--- src/hw/rtl/tpct_pkg.sv ---
// Shared types and constants of the touch primary contact tracker.
package tpct_pkg;

    // Field widths fixed by the item format.
    localparam int ID_W  = 8;
    localparam int RAW_W = 12;
    localparam int POS_W = 9;

    // Nominal raw panel spans.
    localparam int unsigned RAW_SPAN_X = 1920;
    localparam int unsigned RAW_SPAN_Y = 1088;

    // Fixed-point reciprocal used by the coordinate scaler.
    // With 24 fraction bits the rounded-up factor gives the exact floor
    // for every 12-bit raw value and both spans.
    localparam int SCALE_FRAC   = 24;
    localparam int SCALE_MULT_W = SCALE_FRAC + 1;
    localparam int SCALE_PROD_W = RAW_W + SCALE_MULT_W;
    localparam int SCALE_Q_W    = SCALE_PROD_W - SCALE_FRAC;

    // Pointer event codes.
    typedef enum logic [1:0] {
        EV_DOWN = 2'd0,
        EV_UP   = 2'd1,
        EV_MOVE = 2'd2
    } event_kind_t;

    // One pointer event as held in the output stage.
    typedef struct packed {
        event_kind_t        kind;
        logic [POS_W-1:0]   x;
        logic [POS_W-1:0]   y;
        logic               last;
    } event_t;

endpackage

--- src/hw/rtl/tpct_scale.sv ---
// Scales one raw coordinate to the output grid and clamps it.
module tpct_scale #(
    parameter int OUT_SIZE = 480,
    parameter int SPAN     = 1920
) (
    input  logic [tpct_pkg::RAW_W-1:0]        raw,
    output logic [$clog2(OUT_SIZE)-1:0]       scaled
);

    localparam int OW = $clog2(OUT_SIZE);

    // Rounded-up reciprocal of SPAN / OUT_SIZE in fixed point.
    localparam longint unsigned MULT_FULL =
        ((longint'(OUT_SIZE) << tpct_pkg::SCALE_FRAC) + longint'(SPAN) - 1) / longint'(SPAN);
    localparam logic [tpct_pkg::SCALE_MULT_W-1:0] MULT =
        tpct_pkg::SCALE_MULT_W'(MULT_FULL);
    localparam logic [tpct_pkg::SCALE_Q_W-1:0] LIMIT = tpct_pkg::SCALE_Q_W'(OUT_SIZE);
    localparam logic [OW-1:0] MAX_POS = OW'(OUT_SIZE - 1);

    logic [tpct_pkg::SCALE_PROD_W-1:0] prod;
    logic [tpct_pkg::SCALE_Q_W-1:0]    quot;

    // Multiply by the reciprocal; the integer part is the quotient.
    assign prod = tpct_pkg::SCALE_PROD_W'(raw) * tpct_pkg::SCALE_PROD_W'(MULT);
    assign quot = prod[tpct_pkg::SCALE_PROD_W-1:tpct_pkg::SCALE_FRAC];

    // Clamp to the last grid position.
    assign scaled = (quot >= LIMIT) ? MAX_POS : OW'(quot);

endmodule

--- src/hw/rtl/touch_primary_contact_tracker_unit.sv ---
// Top level of the touch primary contact tracker.
//
// Input channel: one item per transfer (in_valid high, in_stall low). An item
// is a contact report (report_valid = 1) or an empty marker, and frame_end
// flags the last item of a sampling frame. Output channel: pointer events
// (down, up, move) of the single tracked primary contact, one per transfer
// (out_valid high, out_stall low); last_event marks the final event of a frame.
// Only items with frame_end set produce events, zero to two of them.
// An accepted item passes the input register, is scaled into the scaled item
// register and updates the slot table as it leaves that register, writing its
// events into the output buffer, from which they are shown at out_valid.
// Throughput: one item per cycle while the output takes its events. A frame end
// holds the table stage until the output buffer is empty or its last event is
// being taken; items without frame_end never wait on the output.
// The rate is set by the two-entry output buffer and the one-pass table stage.
// Reset clears the pipeline, the output buffer, all slots and the primary.
// While the receiver stalls, the current event holds; input is taken until a
// frame end waits in the scaled item register and the input register is full.
module touch_primary_contact_tracker_unit #(
    parameter int SLOTS      = 5,
    parameter int OUT_WIDTH  = 480,
    parameter int OUT_HEIGHT = 320
) (
    input  logic                          clk,
    input  logic                          rst_n,
    input  logic                          in_valid,
    output logic                          in_stall,
    input  logic                          report_valid,
    input  logic [tpct_pkg::ID_W-1:0]     contact_id,
    input  logic [tpct_pkg::RAW_W-1:0]    raw_x,
    input  logic [tpct_pkg::RAW_W-1:0]    raw_y,
    input  logic                          frame_end,
    output logic                          out_valid,
    input  logic                          out_stall,
    output logic [1:0]                    event_kind,
    output logic [tpct_pkg::POS_W-1:0]    pos_x,
    output logic [tpct_pkg::POS_W-1:0]    pos_y,
    output logic                          last_event
);

    localparam int XW = $clog2(OUT_WIDTH);
    localparam int YW = $clog2(OUT_HEIGHT);
    localparam int IW = (SLOTS > 1) ? $clog2(SLOTS) : 1;
    localparam int CW = $clog2(SLOTS + 1);

    // Input register.
    logic                          s1_valid_reg;
    logic                          s1_report_reg;
    logic [tpct_pkg::ID_W-1:0]     s1_id_reg;
    logic [tpct_pkg::RAW_W-1:0]    s1_raw_x_reg;
    logic [tpct_pkg::RAW_W-1:0]    s1_raw_y_reg;
    logic                          s1_frame_end_reg;

    // Scaled item register.
    logic                          s2_valid_reg;
    logic                          s2_report_reg;
    logic [tpct_pkg::ID_W-1:0]     s2_id_reg;
    logic [XW-1:0]                 s2_x_reg;
    logic [YW-1:0]                 s2_y_reg;
    logic                          s2_frame_end_reg;

    logic [XW-1:0]                 scaled_x;
    logic [YW-1:0]                 scaled_y;

    // Tracker state.
    logic [SLOTS-1:0]                         slot_used_reg, slot_used_next;
    logic [SLOTS-1:0]                         slot_seen_reg, slot_seen_next;
    logic [SLOTS-1:0][tpct_pkg::ID_W-1:0]     slot_contact_reg, slot_contact_next;
    logic [SLOTS-1:0][XW-1:0]                 slot_x_reg, slot_x_next;
    logic [SLOTS-1:0][YW-1:0]                 slot_y_reg, slot_y_next;
    logic                                     primary_valid_reg, primary_valid_next;
    logic [IW-1:0]                            primary_index_reg, primary_index_next;
    logic                                     fwd_valid_reg, fwd_valid_next;
    logic [XW-1:0]                            fwd_x_reg, fwd_x_next;
    logic [YW-1:0]                            fwd_y_reg, fwd_y_next;
    logic                                     newest_valid_reg, newest_valid_next;
    logic [IW-1:0]                            newest_index_reg, newest_index_next;
    logic [CW-1:0]                            count_reg, count_next;

    // Table lookup results.
    logic                 match_hit;
    logic [IW-1:0]        match_idx;
    logic                 free_hit;
    logic [IW-1:0]        free_idx;
    logic                 slot_take;
    logic [IW-1:0]        slot_sel;
    logic [XW-1:0]        prim_x;
    logic [YW-1:0]        prim_y;

    // Events of the current item.
    tpct_pkg::event_t     ev0, ev1, ev_new;
    logic [1:0]           ev_count;

    // Output buffer.
    tpct_pkg::event_t     head_reg, tail_reg;
    logic [1:0]           out_count_reg;

    logic                 out_take;
    logic                 out_room;
    logic                 s2_fire;
    logic                 s1_move;

    // Coordinate scalers.
    tpct_scale #(
        .OUT_SIZE (OUT_WIDTH),
        .SPAN     (tpct_pkg::RAW_SPAN_X)
    ) u_scale_x (
        .raw    (s1_raw_x_reg),
        .scaled (scaled_x)
    );

    tpct_scale #(
        .OUT_SIZE (OUT_HEIGHT),
        .SPAN     (tpct_pkg::RAW_SPAN_Y)
    ) u_scale_y (
        .raw    (s1_raw_y_reg),
        .scaled (scaled_y)
    );

    // Pipeline flow control.
    assign out_valid = (out_count_reg != 2'd0);
    assign out_take  = out_valid && !out_stall;
    assign out_room  = (out_count_reg == 2'd0) || ((out_count_reg == 2'd1) && out_take);
    assign s2_fire   = s2_valid_reg && (!s2_frame_end_reg || out_room);
    assign s1_move   = s1_valid_reg && (!s2_valid_reg || s2_fire);
    assign in_stall  = s1_valid_reg && !(!s2_valid_reg || s2_fire);

    // Pipeline valid bits.
    always_ff @(posedge clk or negedge rst_n)
    begin
        if (!rst_n)
        begin
            s1_valid_reg <= 1'b0;
            s2_valid_reg <= 1'b0;
        end
        else
        begin
            if (in_valid && !in_stall)
                s1_valid_reg <= 1'b1;
            else if (s1_move)
                s1_valid_reg <= 1'b0;
            if (s1_move)
                s2_valid_reg <= 1'b1;
            else if (s2_fire)
                s2_valid_reg <= 1'b0;
        end
    end

    // Pipeline payload.
    always_ff @(posedge clk)
    begin
        if (in_valid && !in_stall)
        begin
            s1_report_reg    <= report_valid;
            s1_id_reg        <= contact_id;
            s1_raw_x_reg     <= raw_x;
            s1_raw_y_reg     <= raw_y;
            s1_frame_end_reg <= frame_end;
        end
        if (s1_move)
        begin
            s2_report_reg    <= s1_report_reg;
            s2_id_reg        <= s1_id_reg;
            s2_x_reg         <= scaled_x;
            s2_y_reg         <= scaled_y;
            s2_frame_end_reg <= s1_frame_end_reg;
        end
    end

    // Slot search: first used slot with this id, and lowest free slot.
    always_comb
    begin
        match_hit = 1'b0;
        match_idx = '0;
        free_hit  = 1'b0;
        free_idx  = '0;
        for (int s = SLOTS - 1; s >= 0; s--)
        begin
            if (slot_used_reg[s] && (slot_contact_reg[s] == s2_id_reg))
            begin
                match_hit = 1'b1;
                match_idx = IW'(s);
            end
            if (!slot_used_reg[s])
            begin
                free_hit = 1'b1;
                free_idx = IW'(s);
            end
        end
    end

    // Table update and event generation for the item in the scaled register.
    always_comb
    begin
        slot_used_next     = slot_used_reg;
        slot_seen_next     = slot_seen_reg;
        slot_contact_next  = slot_contact_reg;
        slot_x_next        = slot_x_reg;
        slot_y_next        = slot_y_reg;
        primary_valid_next = primary_valid_reg;
        primary_index_next = primary_index_reg;
        fwd_valid_next     = fwd_valid_reg;
        fwd_x_next         = fwd_x_reg;
        fwd_y_next         = fwd_y_reg;
        newest_valid_next  = newest_valid_reg;
        newest_index_next  = newest_index_reg;
        count_next         = count_reg;
        slot_take          = 1'b0;
        slot_sel           = '0;
        prim_x             = '0;
        prim_y             = '0;
        ev0                = '0;
        ev1                = '0;
        ev_new             = '0;
        ev_count           = 2'd0;

        // Store a report while the frame still has room for it.
        if (s2_report_reg && (count_reg < CW'(SLOTS)))
        begin
            count_next = count_reg + CW'(1);
            if (match_hit)
            begin
                slot_take = 1'b1;
                slot_sel  = match_idx;
            end
            else if (free_hit)
            begin
                slot_take                   = 1'b1;
                slot_sel                    = free_idx;
                slot_used_next[free_idx]    = 1'b1;
                slot_contact_next[free_idx] = s2_id_reg;
                newest_valid_next           = 1'b1;
                newest_index_next           = free_idx;
            end
            if (slot_take)
            begin
                slot_seen_next[slot_sel] = 1'b1;
                slot_x_next[slot_sel]    = s2_x_reg;
                slot_y_next[slot_sel]    = s2_y_reg;
            end
        end

        if (s2_frame_end_reg)
        begin
            // Losing the primary contact lifts the pointer.
            if (primary_valid_next && slot_used_next[primary_index_next]
                && !slot_seen_next[primary_index_next])
            begin
                ev_new.kind = tpct_pkg::EV_UP;
                ev_new.x    = tpct_pkg::POS_W'(fwd_x_next);
                ev_new.y    = tpct_pkg::POS_W'(fwd_y_next);
                ev_new.last = 1'b0;
                ev0         = ev_new;
                ev_count    = 2'd1;
                primary_valid_next = 1'b0;
                fwd_valid_next     = 1'b0;
            end
            slot_used_next = slot_used_next & slot_seen_next;

            // The newest contact takes over the pointer.
            if (newest_valid_next
                && !(primary_valid_next && (primary_index_next == newest_index_next)))
            begin
                if (primary_valid_next)
                begin
                    ev_new.kind = tpct_pkg::EV_UP;
                    ev_new.x    = tpct_pkg::POS_W'(fwd_x_next);
                    ev_new.y    = tpct_pkg::POS_W'(fwd_y_next);
                    ev_new.last = 1'b0;
                    ev0         = ev_new;
                    ev_count    = 2'd1;
                end
                primary_valid_next = 1'b1;
                primary_index_next = newest_index_next;
                fwd_valid_next     = 1'b0;
            end

            // Forward the primary position as down or move.
            if (primary_valid_next)
            begin
                prim_x = slot_x_next[primary_index_next];
                prim_y = slot_y_next[primary_index_next];
                if (!fwd_valid_next || (fwd_x_next != prim_x) || (fwd_y_next != prim_y))
                begin
                    ev_new.kind = fwd_valid_next ? tpct_pkg::EV_MOVE : tpct_pkg::EV_DOWN;
                    ev_new.x    = tpct_pkg::POS_W'(prim_x);
                    ev_new.y    = tpct_pkg::POS_W'(prim_y);
                    ev_new.last = 1'b0;
                    if (ev_count == 2'd0)
                        ev0 = ev_new;
                    else
                        ev1 = ev_new;
                    ev_count = ev_count + 2'd1;
                end
                fwd_valid_next = 1'b1;
                fwd_x_next     = prim_x;
                fwd_y_next     = prim_y;
            end

            // Start a fresh frame.
            slot_seen_next    = '0;
            newest_valid_next = 1'b0;
            newest_index_next = '0;
            count_next        = '0;

            // Flag the final event of the frame.
            if (ev_count == 2'd1)
                ev0.last = 1'b1;
            else if (ev_count == 2'd2)
                ev1.last = 1'b1;
        end
    end

    // Tracker control state.
    always_ff @(posedge clk or negedge rst_n)
    begin
        if (!rst_n)
        begin
            slot_used_reg     <= '0;
            slot_seen_reg     <= '0;
            primary_valid_reg <= 1'b0;
            primary_index_reg <= '0;
            fwd_valid_reg     <= 1'b0;
            fwd_x_reg         <= '0;
            fwd_y_reg         <= '0;
            newest_valid_reg  <= 1'b0;
            newest_index_reg  <= '0;
            count_reg         <= '0;
        end
        else if (s2_fire)
        begin
            slot_used_reg     <= slot_used_next;
            slot_seen_reg     <= slot_seen_next;
            primary_valid_reg <= primary_valid_next;
            primary_index_reg <= primary_index_next;
            fwd_valid_reg     <= fwd_valid_next;
            fwd_x_reg         <= fwd_x_next;
            fwd_y_reg         <= fwd_y_next;
            newest_valid_reg  <= newest_valid_next;
            newest_index_reg  <= newest_index_next;
            count_reg         <= count_next;
        end
    end

    // Slot contents, written only when a slot is allocated or refreshed.
    always_ff @(posedge clk)
    begin
        if (s2_fire)
        begin
            slot_contact_reg <= slot_contact_next;
            slot_x_reg       <= slot_x_next;
            slot_y_reg       <= slot_y_next;
        end
    end

    // Output buffer: head is shown, tail holds the second event of a pair.
    always_ff @(posedge clk or negedge rst_n)
    begin
        if (!rst_n)
            out_count_reg <= 2'd0;
        else if (s2_fire && (ev_count != 2'd0))
            out_count_reg <= ev_count;
        else if (out_take)
            out_count_reg <= out_count_reg - 2'd1;
    end

    always_ff @(posedge clk)
    begin
        if (s2_fire && (ev_count != 2'd0))
        begin
            head_reg <= ev0;
            tail_reg <= ev1;
        end
        else if (out_take)
            head_reg <= tail_reg;
    end

    assign event_kind = head_reg.kind;
    assign pos_x      = head_reg.x;
    assign pos_y      = head_reg.y;
    assign last_event = head_reg.last;

endmodule

--- config.mk ---
export PLATFORM = sky130hd
export DESIGN_NAME = touch_primary_contact_tracker_unit
export DESIGN_NICKNAME = d
export VERILOG_FILES = /design/src/hw/rtl/tpct_pkg.sv /design/src/hw/rtl/tpct_scale.sv /design/src/hw/rtl/touch_primary_contact_tracker_unit.sv
export SDC_FILE = /design/constraint.sdc
export NUM_CORES = 1
export LEC_CHECK = 0
export ABC_CLOCK_PERIOD_IN_PS = 9000
export BUFFER_PORTS_ARGS = -buffer_cell sky130_fd_sc_hd__buf_2
export CORE_AREA = 2 2 158 191
export CTS_CLUSTER_SIZE = 12
export DETAILED_ROUTE_END_ITERATION = 16
export DIE_AREA = 0 0 160 193
export PLACE_DENSITY = 0.77
export SLEW_MARGIN = 10
export SYNTH_ARGS = -nofsm -noshare
export SYNTH_HDL_FRONTEND = slang
export SYNTH_HIERARCHICAL = 1
export SYNTH_SLANG_ARGS = --single-unit
--- constraint.sdc ---
create_clock -name clk -period 9 [get_ports clk]
set_input_delay 1.35 -clock clk [delete_from_list [all_inputs] [get_ports clk]]
set_output_delay 1.35 -clock clk [all_outputs]
set_load 0.02 [all_outputs]
==> summary.txt <==
OUTCOME
----------------------------------------------------------------------------------------
Result of the run                                                           finished clean

WORST HOLD PATH
----------------------------------------------------------------------------------------
Type of the worst min-delay path                                              reg -> reg
Hold Path End                                                               s2_id_reg[6]
Worst hold start                                                            s1_id_reg[6]
Worst hold path depth                                                                  0

CRITICAL PATH
----------------------------------------------------------------------------------------
Sort of element at the end of the critical path                                     flop
Cell family with most CP delay                                              simple AND/OR/NAND/NOR gates
FF-to-FF Start                                                              s2_id_reg[2]
Crit path required time                                                          9.37 ns
Worst reg-to-reg path cell count                                                      22
Cell type of the slowest stage on the worst timing path                     sky130_fd_sc_hd__nor4_4
Stage delay of the slowest cell on the critical path                             0.74 ns
Critical path class                                                           reg -> reg
Critical-path cell list                                                     xnor2_1, nand4_1, nor4_4, nor4_4, a311oi_1, a2111oi_2, nand4_2, mux2_4, nor2_1, buf_4, o21ai_0, a2111oi_0, nand3_1, or4_1, or4_4, ha_1, a21oi_1, nor3_1, a21oi_2, inv_1, o311ai_4, o21ai_0
End of the worst register-to-register path                                      pos_y[0]
WP buf/inv                                                                             2
Arrival @ worst endpoint                                                         8.12 ns
Type of origin of the critical path                                                 flop
Maximum fanout count along the critical path                                          18
Worst setup slack for register-to-register paths                                 1.24 ns

STA
----------------------------------------------------------------------------------------
Setup repair after global routing missed its margin                                false
Total Neg Setup Slack                                                               0 ns
Slack of the critical path                                                       1.24 ns
Setup violations, final                                                                0
Final Max Tran Viols                                                                   0
Highest clock frequency the design can meet                                    0.129 GHz
Worst Tran Pin Value                                                             1.19 ns
Normalized max-slew margin                                                         0.202
Fin. Hold Viols                                                                        0
Fin crit share                                                                     0.862
Minimum clock period                                                             7.76 ns
Layout Skew                                                                    0.0226 ns

CLOCK NETWORK
----------------------------------------------------------------------------------------
# Post-CTS Setup Buffers                                                               0
Clock-pin slew on the worst setup and hold paths                                 0.06 ns
Worst-Skew Late Latency                                                          0.55 ns
Number of buffers added by the clock tree synthesis step                              28
Number of gates resized after CTS                                                      0
Number of H-tree levels                                                                1
Quantity of hold-fixing buffers added after cts                                        0
CTS tree                                                                            done
Clock tree buffer depth                                                                3
Clock sinks                                                                          275
Root buffer cell                                                            sky130_fd_sc_hd__clkbuf_16

CELLS AND AREA
----------------------------------------------------------------------------------------
Post-route cell area                                                           18700 um2
Layout cell share with drive strength beyond 1                                     0.140
Layout fillers                                                                      2307
Area occupied by multi-input gates                                              8180 um2
Post-layout instance count excluding filler cells                                   1973
Layout Nets                                                                         1760
Count of inserted antenna diode cells                                                  0
Combined flip-flop and latch cell area                                          8040 um2
Growth of design area from synthesis to finish                                     9.03%

DRT
----------------------------------------------------------------------------------------
Routed wire length                                                              38500 um
Post-detailed-route wirelength per cell                                          19.5 um
DR WL met2                                                                      18900 um
Top layer in use                                                                    met4
Number of vias after detailed routing                                              11800
Via density per instance                                                            5.99
Post-route ant nets                                                                    0
Detailed-route DRC error count                                                         0
Number of violations reported at the end of detailed-routing iteration 0            1088
Routed length on met1                                                           15800 um
Met3 layer wire length in the routed design                                      2140 um
1st-pass router iterations                                                             5

PLACEMENT
----------------------------------------------------------------------------------------
Post-placement worst setup slack                                                 1.36 ns
Final RePlAce weighted congestion                                                  0.956
Count of port buffers added during placement                                          58
Area after detailed placement                                                  17900 um2
Total half-perimeter wirelength after legalization and detailed placement       28800 um
Cell count after placement                                                          1922

DIE
----------------------------------------------------------------------------------------
Area enclosed by the die boundary                                              30900 um2
Initial Util                                                                       0.589
Y dimension of the die                                                            193 um
Number of cell rows                                                                   69
Floorplan core area                                                            29200 um2
# IOs                                                                                 61
Horizontal extent of the die                                                      160 um

GLOBAL ROUTE
----------------------------------------------------------------------------------------
Via count of the first global-routing pass                                         12000
Initial antenna violation count                                                        0
Total routing resource utilization after global routing                            0.250
Global route overflow                                                                  0
Global-route wire length before repair                                          61500 um
Largest net degree at the start of global routing                                     51

LOGIC SYNTHESIS
----------------------------------------------------------------------------------------
Post-synthesis net count                                                            1711
Yosys Warn Count                                                                       6
Synthesized area divided by synthesized cell count                              11.4 um2
Post-Syn Area                                                                  17200 um2
Synthesized instance count                                                          1513

JOB
----------------------------------------------------------------------------------------
Maxcap violations                                                                      0

-- how the worst max path moves through the flow --
stage / start / to / slack [ns] / cells after the start
global placement: s2_id_reg[2] / pos_x[3] / 1.48 / 22
finish: s2_id_reg[2] / pos_y[0] / 1.24 / 22
global route: s2_id_reg[2] / pos_y[0] / 0.62 / 23
CTS: s2_id_reg[2] / pos_y[0] / 1.33 / 22
floorplan: s2_id_reg[4] / event_kind[0] / 1.94 / 23
detailed placement: s2_id_reg[2] / pos_y[0] / 1.36 / 22
-- layout by cell type (no fill, tap or decap), types with 15 or more instances in the layout --
cell type and n:
sky130_fd_sc_hd__a21oi_1 70, sky130_fd_sc_hd__a31oi_1 15, sky130_fd_sc_hd__buf_2 58, sky130_fd_sc_hd__buf_4 20
sky130_fd_sc_hd__clkbuf_1 17, sky130_fd_sc_hd__clkbuf_16 29, sky130_fd_sc_hd__dfrtp_1 44, sky130_fd_sc_hd__edfxtp_1 231
sky130_fd_sc_hd__fa_1 62, sky130_fd_sc_hd__ha_1 98, sky130_fd_sc_hd__inv_1 192, sky130_fd_sc_hd__mux2_2 57
sky130_fd_sc_hd__mux2i_1 51, sky130_fd_sc_hd__nand2_1 104, sky130_fd_sc_hd__nand3_1 29, sky130_fd_sc_hd__nor2_1 90
sky130_fd_sc_hd__nor3_1 22, sky130_fd_sc_hd__o211ai_1 16, sky130_fd_sc_hd__o21ai_0 63, sky130_fd_sc_hd__o21ai_1 15
sky130_fd_sc_hd__xnor2_1 50
-- area by class of cell --
cell class	count	area share
clock buffer	47	0.0429
clock inverter	4	0.00367
inverter	193	0.0387
multi-input combinational	986	0.436
sequential	275	0.429
tap	390	0.0260
timing repair buffer	78	0.0235
-- routing by layer --
layer | GRT usage | vias up
met3 | 0.0312 | 108
met1 | 0.314 | 5736
met4 | 0.109 | 0
met5 | 0 | -
li1 | - | 5553
met2 | 0.440 | 413
-- through the flow --
stage	hold WS [ns]	util
2_1_floorplan	0.400	-
3_3_place_gp	0.405	0.612
3_5_place_dp	0.405	0.612
4_1_cts	0.414	0.642
5_1_grt	0.433	0.642
6_report	0.415	0.642
Power is not shown: default switching activity piles up to over one toggle a cycle in this logic, so the estimate is an artifact.
